===== config.mk =====
export PLATFORM = sky130hd
export DESIGN_NAME = pll_divider_word_serializer
export DESIGN_NICKNAME = d
export VERILOG_FILES = /design/src/pdws_pkg.sv /design/src/pll_divider_word_serializer.sv /design/src/pdws_front.sv /design/src/pdws_queue.sv /design/src/pdws_back.sv
export SDC_FILE = /design/constraint.sdc
export NUM_CORES = 1
export LEC_CHECK = 0
export BUFFER_PORTS_ARGS = -buffer_cell sky130_fd_sc_hd__buf_2
export CAP_MARGIN = 20
export CORE_UTILIZATION = 30
export CTS_CLUSTER_DIAMETER = 60
export CTS_CLUSTER_SIZE = 8
export DETAILED_ROUTE_END_ITERATION = 10
export HOLD_SLACK_MARGIN = 0.02
export PLACE_DENSITY = 0.47
export SYNTH_ARGS = -nofsm -noshare
export SYNTH_HDL_FRONTEND = slang
export SYNTH_SLANG_ARGS = --single-unit

===== constraint.sdc =====
create_clock -name clk -period 10.14 [get_ports clk]
set_clock_uncertainty 0.1 [all_clocks]
set_input_delay 0.507 -clock clk [delete_from_list [all_inputs] [get_ports clk]]
set_output_delay 0.507 -clock clk [all_outputs]
set_load 0.02 [all_outputs]

===== src/pdws_pkg.sv =====
package pdws_pkg;

  // Run layout
  localparam int RUN_BITS  = 40;
  localparam int WORD_BITS = 24;
  localparam int BIT_CNT_W = $clog2(RUN_BITS);

  // Divider sizing
  localparam int DIV_STEPS = 32;
  localparam int STEP_CNT_W = $clog2(DIV_STEPS);

  // Queue depth default
  localparam int QUEUE_DEPTH_DEF = 2;

  // Register reset values
  localparam logic [31:0] IF_OFFSET_RST = 32'd21400000;
  localparam logic [31:0] STEP_RST      = 32'd5000;
  localparam logic [7:0]  MODULUS_RST   = 8'd127;
  localparam logic [15:0] REF_WORD_RST  = 16'h1681;

  // Register indexes
  typedef enum logic [1:0] {
    REG_IF_OFFSET = 2'd0,
    REG_STEP      = 2'd1,
    REG_MODULUS   = 2'd2,
    REG_REF_WORD  = 2'd3
  } reg_index_t;

  // Configuration bundle
  typedef struct packed {
    logic [31:0] if_offset_hz;
    logic [31:0] step_hz;
    logic [7:0]  prescaler_modulus;
    logic [15:0] ref_word;
  } cfg_t;

  // Queued N/A word
  typedef struct packed {
    logic [15:0] n;
    logic [7:0]  a2;
  } na_word_t;

  // Front state machine
  typedef enum logic [1:0] {
    FR_IDLE,
    FR_DIV,
    FR_FIN,
    FR_PUSH
  } front_state_t;

endpackage


===== src/pll_divider_word_serializer.sv =====
// PLL divider word serializer.
// Input stream (s_*): one word per request, the receive frequency in hertz.
// Output stream (m_*): 40 words per request, one per serial bit, MSB first:
// 16 bits of N, the byte A<<1, then the 16-bit reference word. m_tuser marks
// the bits after which a latch pulse follows; m_tlast marks the final bit.
// Configuration: cfg_we writes cfg_data into register cfg_index; write only
// while the block is idle.
// Datapath: the sum is divided by the step one quotient bit per cycle, and
// the quotient bits feed a second bit-serial divider by the prescaler
// modulus, which takes each bit in the cycle after it is produced.
// Throughput is set by the serializer emitting one bit per cycle while the
// receiver does not stall. A short queue holds finished N/A words so the
// front can take the next request meanwhile.
// Reset: registers return to their defaults, queue and serializer empty.
// Receiver stall: the current bit holds; once the queue fills, s_tready drops.
module pll_divider_word_serializer import pdws_pkg::*; #(
  parameter int QUEUE_DEPTH = QUEUE_DEPTH_DEF
) (
  input  logic        clk,
  input  logic        rst,
  // Configuration write port
  input  logic        cfg_we,
  input  logic [1:0]  cfg_index,
  input  logic [31:0] cfg_data,
  // Request stream
  input  logic        s_tvalid,
  output logic        s_tready,
  input  logic [31:0] s_tdata,   // [31:0] rf_hz
  // Bit stream
  output logic        m_tvalid,
  input  logic        m_tready,
  output logic [7:0]  m_tdata,   // [0] serial_bit, [7:1] zero
  output logic [0:0]  m_tuser,   // [0] latch_after
  output logic        m_tlast
);

  cfg_t     cfg;
  logic     q_push_valid, q_push_ready, q_pop_valid, q_pop_ready;
  na_word_t q_push_word, q_pop_word;

  // Configuration registers
  always_ff @(posedge clk) begin
    if (rst) begin
      cfg.if_offset_hz      <= IF_OFFSET_RST;
      cfg.step_hz           <= STEP_RST;
      cfg.prescaler_modulus <= MODULUS_RST;
      cfg.ref_word          <= REF_WORD_RST;
    end else if (cfg_we) begin
      unique case (reg_index_t'(cfg_index))
        REG_IF_OFFSET: cfg.if_offset_hz      <= cfg_data;
        REG_STEP:      cfg.step_hz           <= cfg_data;
        REG_MODULUS:   cfg.prescaler_modulus <= cfg_data[7:0];
        REG_REF_WORD:  cfg.ref_word          <= cfg_data[15:0];
        default: ;
      endcase
    end
  end

  pdws_front u_front (
    .clk        (clk),
    .rst        (rst),
    .cfg        (cfg),
    .s_tvalid   (s_tvalid),
    .s_tready   (s_tready),
    .s_tdata    (s_tdata),
    .push_valid (q_push_valid),
    .push_ready (q_push_ready),
    .push_word  (q_push_word)
  );

  pdws_queue #(
    .DEPTH (QUEUE_DEPTH)
  ) u_queue (
    .clk        (clk),
    .rst        (rst),
    .push_valid (q_push_valid),
    .push_ready (q_push_ready),
    .push_word  (q_push_word),
    .pop_valid  (q_pop_valid),
    .pop_ready  (q_pop_ready),
    .pop_word   (q_pop_word)
  );

  pdws_back u_back (
    .clk       (clk),
    .rst       (rst),
    .cfg       (cfg),
    .pop_valid (q_pop_valid),
    .pop_ready (q_pop_ready),
    .pop_word  (q_pop_word),
    .m_tvalid  (m_tvalid),
    .m_tready  (m_tready),
    .m_tdata   (m_tdata),
    .m_tuser   (m_tuser),
    .m_tlast   (m_tlast)
  );

  // Front goes busy for the division after every accepted request
  a_busy_after_accept: assert property (@(posedge clk) disable iff (rst)
    s_tvalid && s_tready |=> !s_tready)
    else $error("front accepted two requests back to back");

  // Front holds a finished word while the queue is full
  a_push_holds: assert property (@(posedge clk) disable iff (rst)
    q_push_valid && !q_push_ready |=> q_push_valid && $stable(q_push_word))
    else $error("front dropped or changed a pending word");

  // Final bit of a run always carries a latch pulse
  a_last_latch: assert property (@(posedge clk) disable iff (rst)
    m_tvalid && m_tlast |-> m_tuser[0])
    else $error("final bit without latch pulse");

endmodule


===== src/pdws_front.sv =====
module pdws_front import pdws_pkg::*; (
  input  logic        clk,
  input  logic        rst,
  input  cfg_t        cfg,
  input  logic        s_tvalid,
  output logic        s_tready,
  input  logic [31:0] s_tdata,
  output logic        push_valid,
  input  logic        push_ready,
  output na_word_t    push_word
);

  front_state_t state, state_next;

  logic [31:0]           dvd;
  logic [31:0]           rem1;
  logic [7:0]            rem2;
  logic [15:0]           nsh;
  logic                  qbit;
  logic                  qvld;
  logic [STEP_CNT_W-1:0] cnt;

  logic [31:0] div_eff;
  logic [7:0]  mod_eff;
  logic [32:0] trial1, diff1;
  logic [8:0]  trial2, diff2;
  logic        ge1, ge2;
  logic        accept;

  // Divider steps: quotient bits of the first are registered in qbit, then feed the second
  always_comb begin
    div_eff = (cfg.step_hz == 32'd0) ? 32'd1 : cfg.step_hz;
    mod_eff = (cfg.prescaler_modulus < 8'd2) ? 8'd1 : cfg.prescaler_modulus;
    trial1  = {rem1, dvd[31]};
    diff1   = trial1 - {1'b0, div_eff};
    ge1     = trial1 >= {1'b0, div_eff};
    trial2  = {rem2, qbit};
    diff2   = trial2 - {1'b0, mod_eff};
    ge2     = trial2 >= {1'b0, mod_eff};
  end

  assign accept    = s_tvalid && s_tready;
  assign push_word = '{n: nsh, a2: {rem2[6:0], 1'b0}};

  // State register
  always_ff @(posedge clk) begin
    if (rst) begin
      state <= FR_IDLE;
    end else begin
      state <= state_next;
    end
  end

  // Next state and handshakes
  always_comb begin
    state_next = state;
    s_tready   = 1'b0;
    push_valid = 1'b0;
    unique case (state)
      FR_IDLE: begin
        s_tready = 1'b1;
        if (s_tvalid) state_next = FR_DIV;
      end
      FR_DIV: begin
        if (cnt == STEP_CNT_W'(DIV_STEPS - 1)) state_next = FR_FIN;
      end
      FR_FIN: begin
        state_next = FR_PUSH;
      end
      FR_PUSH: begin
        push_valid = 1'b1;
        s_tready   = push_ready;
        if (push_ready) state_next = s_tvalid ? FR_DIV : FR_IDLE;
      end
      default: state_next = FR_IDLE;
    endcase
  end

  // Second divider works on the registered quotient bit, enabled by a registered copy of the divide state
  always_ff @(posedge clk) begin
    if (rst) begin
      qvld <= 1'b0;
    end else begin
      qvld <= (state == FR_DIV);
    end
  end

  // Datapath: load on accept, then iterate
  always_ff @(posedge clk) begin
    if (accept) begin
      dvd  <= s_tdata + cfg.if_offset_hz;
      rem1 <= '0;
      rem2 <= '0;
      cnt  <= '0;
    end else begin
      if (state == FR_DIV) begin
        dvd  <= {dvd[30:0], 1'b0};
        rem1 <= ge1 ? diff1[31:0] : trial1[31:0];
        qbit <= ge1;
        cnt  <= cnt + 1'b1;
      end
      if (qvld) begin
        rem2 <= ge2 ? diff2[7:0] : trial2[7:0];
        nsh  <= {nsh[14:0], ge2};
      end
    end
  end

endmodule


===== src/pdws_queue.sv =====
module pdws_queue import pdws_pkg::*; #(
  parameter int DEPTH = QUEUE_DEPTH_DEF
) (
  input  logic     clk,
  input  logic     rst,
  input  logic     push_valid,
  output logic     push_ready,
  input  na_word_t push_word,
  output logic     pop_valid,
  input  logic     pop_ready,
  output na_word_t pop_word
);

  localparam int PTR_W = (DEPTH > 1) ? $clog2(DEPTH) : 1;
  localparam int CNT_W = $clog2(DEPTH + 1);

  na_word_t          mem [DEPTH];
  logic [PTR_W-1:0]  wr_ptr, rd_ptr;
  logic [CNT_W-1:0]  count;
  logic              do_push, do_pop;

  assign push_ready = (count != CNT_W'(DEPTH));
  assign pop_valid  = (count != '0);
  assign pop_word   = mem[rd_ptr];
  assign do_push    = push_valid && push_ready;
  assign do_pop     = pop_valid && pop_ready;

  // Store incoming word
  always_ff @(posedge clk) begin
    if (do_push) mem[wr_ptr] <= push_word;
  end

  // Advance pointers and occupancy
  always_ff @(posedge clk) begin
    if (rst) begin
      wr_ptr <= '0;
      rd_ptr <= '0;
      count  <= '0;
    end else begin
      if (do_push) wr_ptr <= (wr_ptr == PTR_W'(DEPTH - 1)) ? '0 : wr_ptr + 1'b1;
      if (do_pop)  rd_ptr <= (rd_ptr == PTR_W'(DEPTH - 1)) ? '0 : rd_ptr + 1'b1;
      if (do_push && !do_pop)      count <= count + 1'b1;
      else if (do_pop && !do_push) count <= count - 1'b1;
    end
  end

endmodule


===== src/pdws_back.sv =====
module pdws_back import pdws_pkg::*; (
  input  logic       clk,
  input  logic       rst,
  input  cfg_t       cfg,
  input  logic       pop_valid,
  output logic       pop_ready,
  input  na_word_t   pop_word,
  output logic       m_tvalid,
  input  logic       m_tready,
  output logic [7:0] m_tdata,
  output logic [0:0] m_tuser,
  output logic       m_tlast
);

  logic [RUN_BITS-1:0]  sreg;
  logic [BIT_CNT_W-1:0] bcnt;
  logic                 active;
  logic                 hs, at_end, load;

  assign hs     = m_tvalid && m_tready;
  assign at_end = (bcnt == BIT_CNT_W'(RUN_BITS - 1));
  assign load   = pop_valid && (!active || (hs && at_end));
  assign pop_ready = !active || (hs && at_end);

  assign m_tvalid = active;
  assign m_tdata  = {7'd0, sreg[RUN_BITS-1]};
  assign m_tuser  = (bcnt == BIT_CNT_W'(WORD_BITS - 1)) || at_end;
  assign m_tlast  = at_end;

  // Control: run flag
  always_ff @(posedge clk) begin
    if (rst) begin
      active <= 1'b0;
    end else if (load) begin
      active <= 1'b1;
    end else if (hs && at_end) begin
      active <= 1'b0;
    end
  end

  // Shift out MSB first
  always_ff @(posedge clk) begin
    if (load) begin
      sreg <= {pop_word.n, pop_word.a2, cfg.ref_word};
      bcnt <= '0;
    end else if (hs && !at_end) begin
      sreg <= {sreg[RUN_BITS-2:0], 1'b0};
      bcnt <= bcnt + 1'b1;
    end
  end

endmodule


=== After elaboration in Yosys (flattened, before gate mapping) ===
Memories as Yosys holds them, arrays and structs flattened. A register that Yosys moved wholly into a read port is not among the register bits.
Index checks and enable logic that the tools add are counted.

* Add/subtract/negate cells: 9
* Order comparisons: 3
* Equality and inequality tests: 13
* Muxes and demuxes: 25
* Bitwise gates (word level): 1
* Reduce and logical (&&, ||, !) cells: 29

{| class="wikitable"
|+ Operators by type and width
! cell !! count
|-
| 32-bit two-way mux || 4
|-
| 40-bit two-way mux || 2
|-
| 33-bit by 32-bit >= comparator with 1-bit output || 1
|-
| 32-bit adder || 1
|-
| 32-bit logical NOT || 1
|-
| 32-bit subtractor || 1
|-
| 8-bit two-way mux || 2
|-
| 2-bit AND reduction || 6
|-
| 1-bit two-way mux || 10
|-
| 2-bit two-way mux || 5
|-
| 2-bit nonzero test || 5
|-
| 9-bit by 8-bit >= comparator with 1-bit output || 1
|-
| 2-bit == test (second input constant) || 4
|-
| 1-bit logical AND || 8
|-
| 8-bit by 2-bit less-than comparator with 1-bit output (second input constant) || 1
|-
| 2-bit one-hot mux with 4 select lines || 1
|-
| 8-bit subtractor || 1
|-
| 6-bit by 1-bit adder with 6-bit output (second input constant) || 1
|-
| 6-bit by 5-bit == test with 1-bit output (second input constant) || 1
|-
| 6-bit == test (second input constant) || 1
|-
| 5-bit by 1-bit adder with 5-bit output (second input constant) || 1
|-
| 5-bit == test (second input constant) || 1
|-
| 2-bit by 1-bit == test with 1-bit output (second input constant) || 2
|-
| 1-bit logical NOT || 4
|-
| 10 further kinds || 15
|}

* Register bits after elaboration: 236
* RAM bits: 46
* Output and inout bits: 12
* Word-level logic and storage cells: 99
* Memories kept: 1

{| class="wikitable"
|+ Memories
! memory !! depth !! width !! read ports !! clocked after memory_dff !! wr ports !! RTL line !! text
|-
| u_queue.mem || 2 || 23 || 1 || 1 || 1 || pdws_queue.sv:17 || <nowiki>na_word_t mem [DEPTH];</nowiki>
|}

=== Depth between registers and ports, before layout ===
* Word-level depth: 7
* Gate-level depth with buffers: 16
* Depth with buffers taken out: 14

=== By module ===
Synthesis repeated with hierarchy kept, for this count alone.

* Cell total of the unflattened synthesis: 1502
* Area total of the unflattened synthesis: 15657.5 um2

{| class="wikitable"
|+ Modules (own cells, without submodules)
! module !! instances !! cells an instance !! area an instance (um2) !! sequential area each (um2)
|-
| pdws_front || 1 || 918 || 7918.8 || 2432.3
|-
| pll_divider_word_serializer || 1 || 345 || 3611.0 || 1761.7
|-
| pdws_back || 1 || 140 || 2178.3 || 1341.3
|-
| pdws_queue || 1 || 99 || 1949.4 || 1541.5
|}

=== Worst setup path before layout ===
Ideal clock, no wire load.

* Path kind: reg-to-reg
* Start point: register u_back.bcnt[0]
* End point: register u_back.sreg[0] (enable)
* Arrival: 3.823 ns
* Slack: 5.724 ns
* Cell stages (with the launch flop): 9
* Period minus slack after synthesis: 4.416 ns
* Path through: dfxtp_1 > ha_1 > nand2_1 > nor4b_1 > nand2_1 > a21oi_1 > buf_2 > inv_1 > o21ai_0

* Word-level cells in the longest chain between the ends: 5

{| class="wikitable"
|+ RTL lines
! what !! RTL line !! text
|-
| start: declaration || pdws_back.sv:16 || <nowiki>logic [BIT_CNT_W-1:0] bcnt;</nowiki>
|-
| start signal: assignment || pdws_back.sv:48 || <nowiki>bcnt <= bcnt + 1'b1;</nowiki>
|-
| 6-bit == test (*) || pdws_back.sv:21 || <nowiki>assign at_end = (bcnt == BIT_CNT_W'(RUN_BITS - 1));</nowiki>
|-
| via m_tlast || pll_divider_word_serializer.sv:34 || <nowiki>output logic m_tlast</nowiki>
|-
| 1-bit logical AND || pdws_back.sv:22 || <nowiki>assign load = pop_valid && (!active || (hs && at_end));</nowiki>
|-
| 1-bit logical OR || pdws_back.sv:22 ||
|-
| 1-bit logical AND || pdws_back.sv:22 ||
|-
| 2-bit nonzero test (no line) (*) || - ||
|-
| end signal: assignment || pdws_back.sv:44 || <nowiki>sreg <= {pop_word.n, pop_word.a2, cfg.ref_word};</nowiki>
|-
| end signal: assignment || pdws_back.sv:47 || <nowiki>sreg <= {sreg[RUN_BITS-2:0], 1'b0};</nowiki>
|-
| end: declaration || pdws_back.sv:15 || <nowiki>logic [RUN_BITS-1:0] sreg;</nowiki>
|}

The timed path passes the listed nets; every way through them passes the cells marked *.
A chain may end at the register's enable or synchronous reset.

=== Worst setup path after layout ===
* Start point: register cfg[28] (netlist name)
* End point: register u_front.rem1[8]

* Word-level cells in the longest chain between the ends: 4

{| class="wikitable"
|+ RTL lines
! what !! RTL line !! text
|-
| 32-bit logical NOT || pdws_front.sv:32 || <nowiki>div_eff = (cfg.step_hz == 32'd0) ? 32'd1 : cfg.step_hz;</nowiki>
|-
| 32-bit two-way mux (*) || pdws_front.sv:32 ||
|-
| 32-bit subtractor / 33-bit by 32-bit >= comparator with 1-bit output (equally long branches) || pdws_front.sv:35, pdws_front.sv:36 ||
|-
| 32-bit two-way mux (*) || pdws_front.sv:98 || <nowiki>rem1 <= ge1 ? diff1[31:0] : trial1[31:0];</nowiki>
|-
| end signal: assignment || pdws_front.sv:98 ||
|-
| end: declaration || pdws_front.sv:16 || <nowiki>logic [31:0] rem1;</nowiki>
|}

Mark *: on every way between the ends. The rest lies on a longest branch, timed or not.

==> summary.md <==
| Metric | Value |
|---|---|
| Status | complete, no violations |
| Horiz. Die Dim | 224 um |
| Worst EP required | 10.45 ns |
| Reg2Reg Setup Slack | between 6 and 7 ns |
| Ant diodes | 0 |
| Pwr dens | roughly 300 mW/mm^2 |
| Area grow syn2layout | 15.5% |
| Grt total ovfl | 0 |
| # clock sinks | 283 |
| Num ports | 83 |
| Leakage power | between 6 and 7 nW |
| CORE AREA | 0.0487 mm^2 |
| Ys flop type | dfxtp_1 |
| Share of post-route cells with drive strength above 1 | 10.3% |
| Die height | 224 um |
| Critical Path End Type | flip-flop |
| Fmax | 0.248 GHz |
| NumNets Final | ~1800 |
| Largest net degree at the start of global routing | between 90 and 100 |
| RSZ-0062 raised after global routing | no |
| Total number of vias | 11388 |
| Slowest cell on the critical path | clkinv_2 |
| Maximum clock path buffer count | 3 |
| Top Layer Used | met4 |
| R2r startpoint | cfg[28] |
| Total die area | 0.0502 mm^2 |
| CTS Hold Bufs | 0 |
| Initial DRC Count | 582 |
| Tot Pwr | 0.00512 W |
| Most frequent cells in the layout | nand2_1 (246), a21oi_1 (177), dfxtp_1 (148) |
| GRT Total Usage | 15.5% |
| Tcrit/Tclk final | approximately two fifths |
| Placer Congestion | around 0.82 |
| Share of the yosys chip area belonging to registers | 47.4% |
| Yosys reg bits | 283 |
| Fin util | approximately a third |
| Sw Share | 36.9% |
| Crit path arrival time | 4.34 ns |
| Sequential power share | 34.7% |
| Yosys top cell by area | edfxtp_1 |
| WL per Instance | 16.7 um |
| Initial antenna violation count | 0 |
| Worst Tran Pin Value | approximately 1.1 ns |
| Top-area cell type share of the netlist area | 27.4% |
| WS Path Type | flip-flop to flip-flop |
| Ys async rst share | 0% |
| Met2 wire length | 17500 um |
| HPWL after detailed placement | 27200 um |
| Post-CTS sizing | 0 |
| Crit path launch type | flip-flop |
| Clock latency on the worst-skew pair | about 0.56 ns |
| Max H-tree Level | 2 |
| Postcts setup bufs | 0 |
| Detail Route met3 WL | 1620 um |
| Top cells by area, synth | edfxtp_1 (27%), dfxtp_1 (20%), ha_1 (6.6%) |
| Clock transition at the registers of the reported paths | 0.05 ns |
| Setup total negative slack | 0 ns |
| Synthesized instance count | 1570 |
| CTS tree | done |
| CTS Buf Count | 44 |
| Internal power | approximately 0.0032 W |
| Hold WS | 0.103 ns |
| WL final | 38700 um |
| Avg Vias per Cell | just under 5 |
| Worst slew margin | 25.9% |
| Yosys warning count | 0 |
| Part of the power in the clock network | 27.0% |
| M1 WL | around 18000 um |
| Sw Pwr | about 0.0019 W |
| Commonest non-fill, non-tap cell in the layout | nand2_1 |
| Max IR drop VDD | 0.000194 V |
| CP max stage delay | 0.60 ns |
| Vias in the first global route | 10973 |
| Count of final setup violators | 0 |
| Comb power frac | 38.3% |
| Hold Crit Class | primary input to flip-flop |
| FP Rows | 81 |
| Hold Startpoint | cfg_data[30] |
| Post-Synthesis Cell Area | approximately 0.015 mm^2 |
| Max Cap Viol | 0 |
| PortBufs | 75 |
| Worst Setup SP | cfg[28] |
| Max FO, Critical Path | 29 |
| Pins over their slew limit | 0 |
| DR DRC count | 0 |
| Worst path cell trace | nor4_1 -> nand4_1 -> o21bai_1 -> ha_1 -> nor2b_1 -> o21ai_1 -> a21oi_2 -> o211ai_1 -> a21oi_4 -> a31oi_2 -> a21o_2 -> clkinv_2 -> mux2i_1 -> a21oi_1 |
| Layout fillers | 4951 |
| Routed Antenna Nets | 0 |
| Fin. Hold Viols | 0 |
| First-pass GRT wire length | 61800 um |
| Netlist cell types | 74 |
| Clock root cell | clkbuf_16 |
| Syn avg cell area | 9.42 um^2 |
| Tmin final | between 4 and 5 ns |
| Starting Density | 30.3% |
| Post-synth EDFFs | 135 |
| First drt pass iteration count | 4 |
## metrics by stage
stage               cells  setup WS (ns)  instance area (um^2)
floorplan            1576           5.72                 14800
global placement     2239           6.23                 15700
detailed placement   2239           6.10                 15700
CTS                  2318           6.10                 17100
global route         2319           5.78                 17100
finish               2319           6.11                 17100
## cells by family (layout without fill, tap and decap cells)
family                     count (synthesis)  after routing  share of synthesized area (%)
AOI/OAI and AO/OA                        397            397                           16.1
xor gates and xnor gates                  64             64                           3.79
adders and majority gates                 81             81                           7.00
other                                      1              7                         0.0254
muxes                                     70             70                           4.87
and+or+nand+nor                          521            521                           16.3
buffers and inverters                    153            232                           4.42
DFF                                      283            283                           47.4
## synthesized netlist by cell type, types with 14 or more instances
master / n
nand2_1: 247
nand3_1: 24
mux2i_1: 54
inv_1: 63
nor3_1: 16
nor4_1: 15
and3_1: 14
o211ai_1: 14
or3_1: 14
o21ai_0: 76
xor2_1: 31
ha_1: 78
xnor2_1: 33
dfxtp_1: 148
nand3b_1: 24
edfxtp_1: 135
nand4_1: 22
nand2b_1: 15
nor2_1: 94
a21o_1: 29
a21oi_1: 178
clkbuf_1: 64
## worst paths after layout
check | to | cells after the start
min reg2reg | u_queue.mem[1][22] | 0
min | cfg[54] | 3
max reg2reg | u_front.rem1[8] | 14
max | u_front.rem1[8] | 14
## per-layer routing
layer / vias to the layer above / track usage (%)
li1: 5723 / -
met1: 5405 / 21.1
met2: 188 / 24.5
met3: 72 / 2.62
met4: 0 / 6.12
met5: - / 0
## power groups by stage
stage          registers [W]  clock network [W]  logic [W]
6_report             0.00178            0.00138    0.00196
5_1_grt              0.00181            0.00147    0.00222
4_1_cts              0.00178            0.00143    0.00198
3_5_place_dp         0.00180                  0    0.00197
3_3_place_gp         0.00179                  0    0.00196
2_1_floorplan        0.00175                  0    0.00157
## sequential cells by signal, summed over array words and instances (netlist names), named ones only
signal / count
cfg: 88
u_back.bcnt: 6
u_back.m_tvalid: 1
u_back.sreg: 40
u_front.cnt: 5
u_front.dvd: 32
u_front.nsh: 16
u_front.qbit: 1
u_front.qvld: 1
u_front.rem1: 32
u_front.rem2: 8
u_front.state: 2
u_queue.count: 2
u_queue.mem: 46
u_queue.rd_ptr: 1
u_queue.wr_ptr: 1
## layout make-up
cell class	instances	area (um^2)	area share [%]
clock buffer	72	1260	7.36
sequential	283	7020	41.1
multi-input combinational	1140	7180	42.0
inverter	64	241	1.41
clock inverter	7	71.3	0.418
timing repair buffer	89	480	2.81
tap	664	831	4.86
## critical path: cells and delay by family (launching register included)
kind                       cells  cell delay (ns)
DFF                            1             0.32
adders and majority gates      1             0.21
AOI/OAI and AO/OA              8             1.63
and+or+nand+nor                3             0.63
muxes                          1             0.36
buffers and inverters          1             0.60
(Power assumes the default switching activity.)
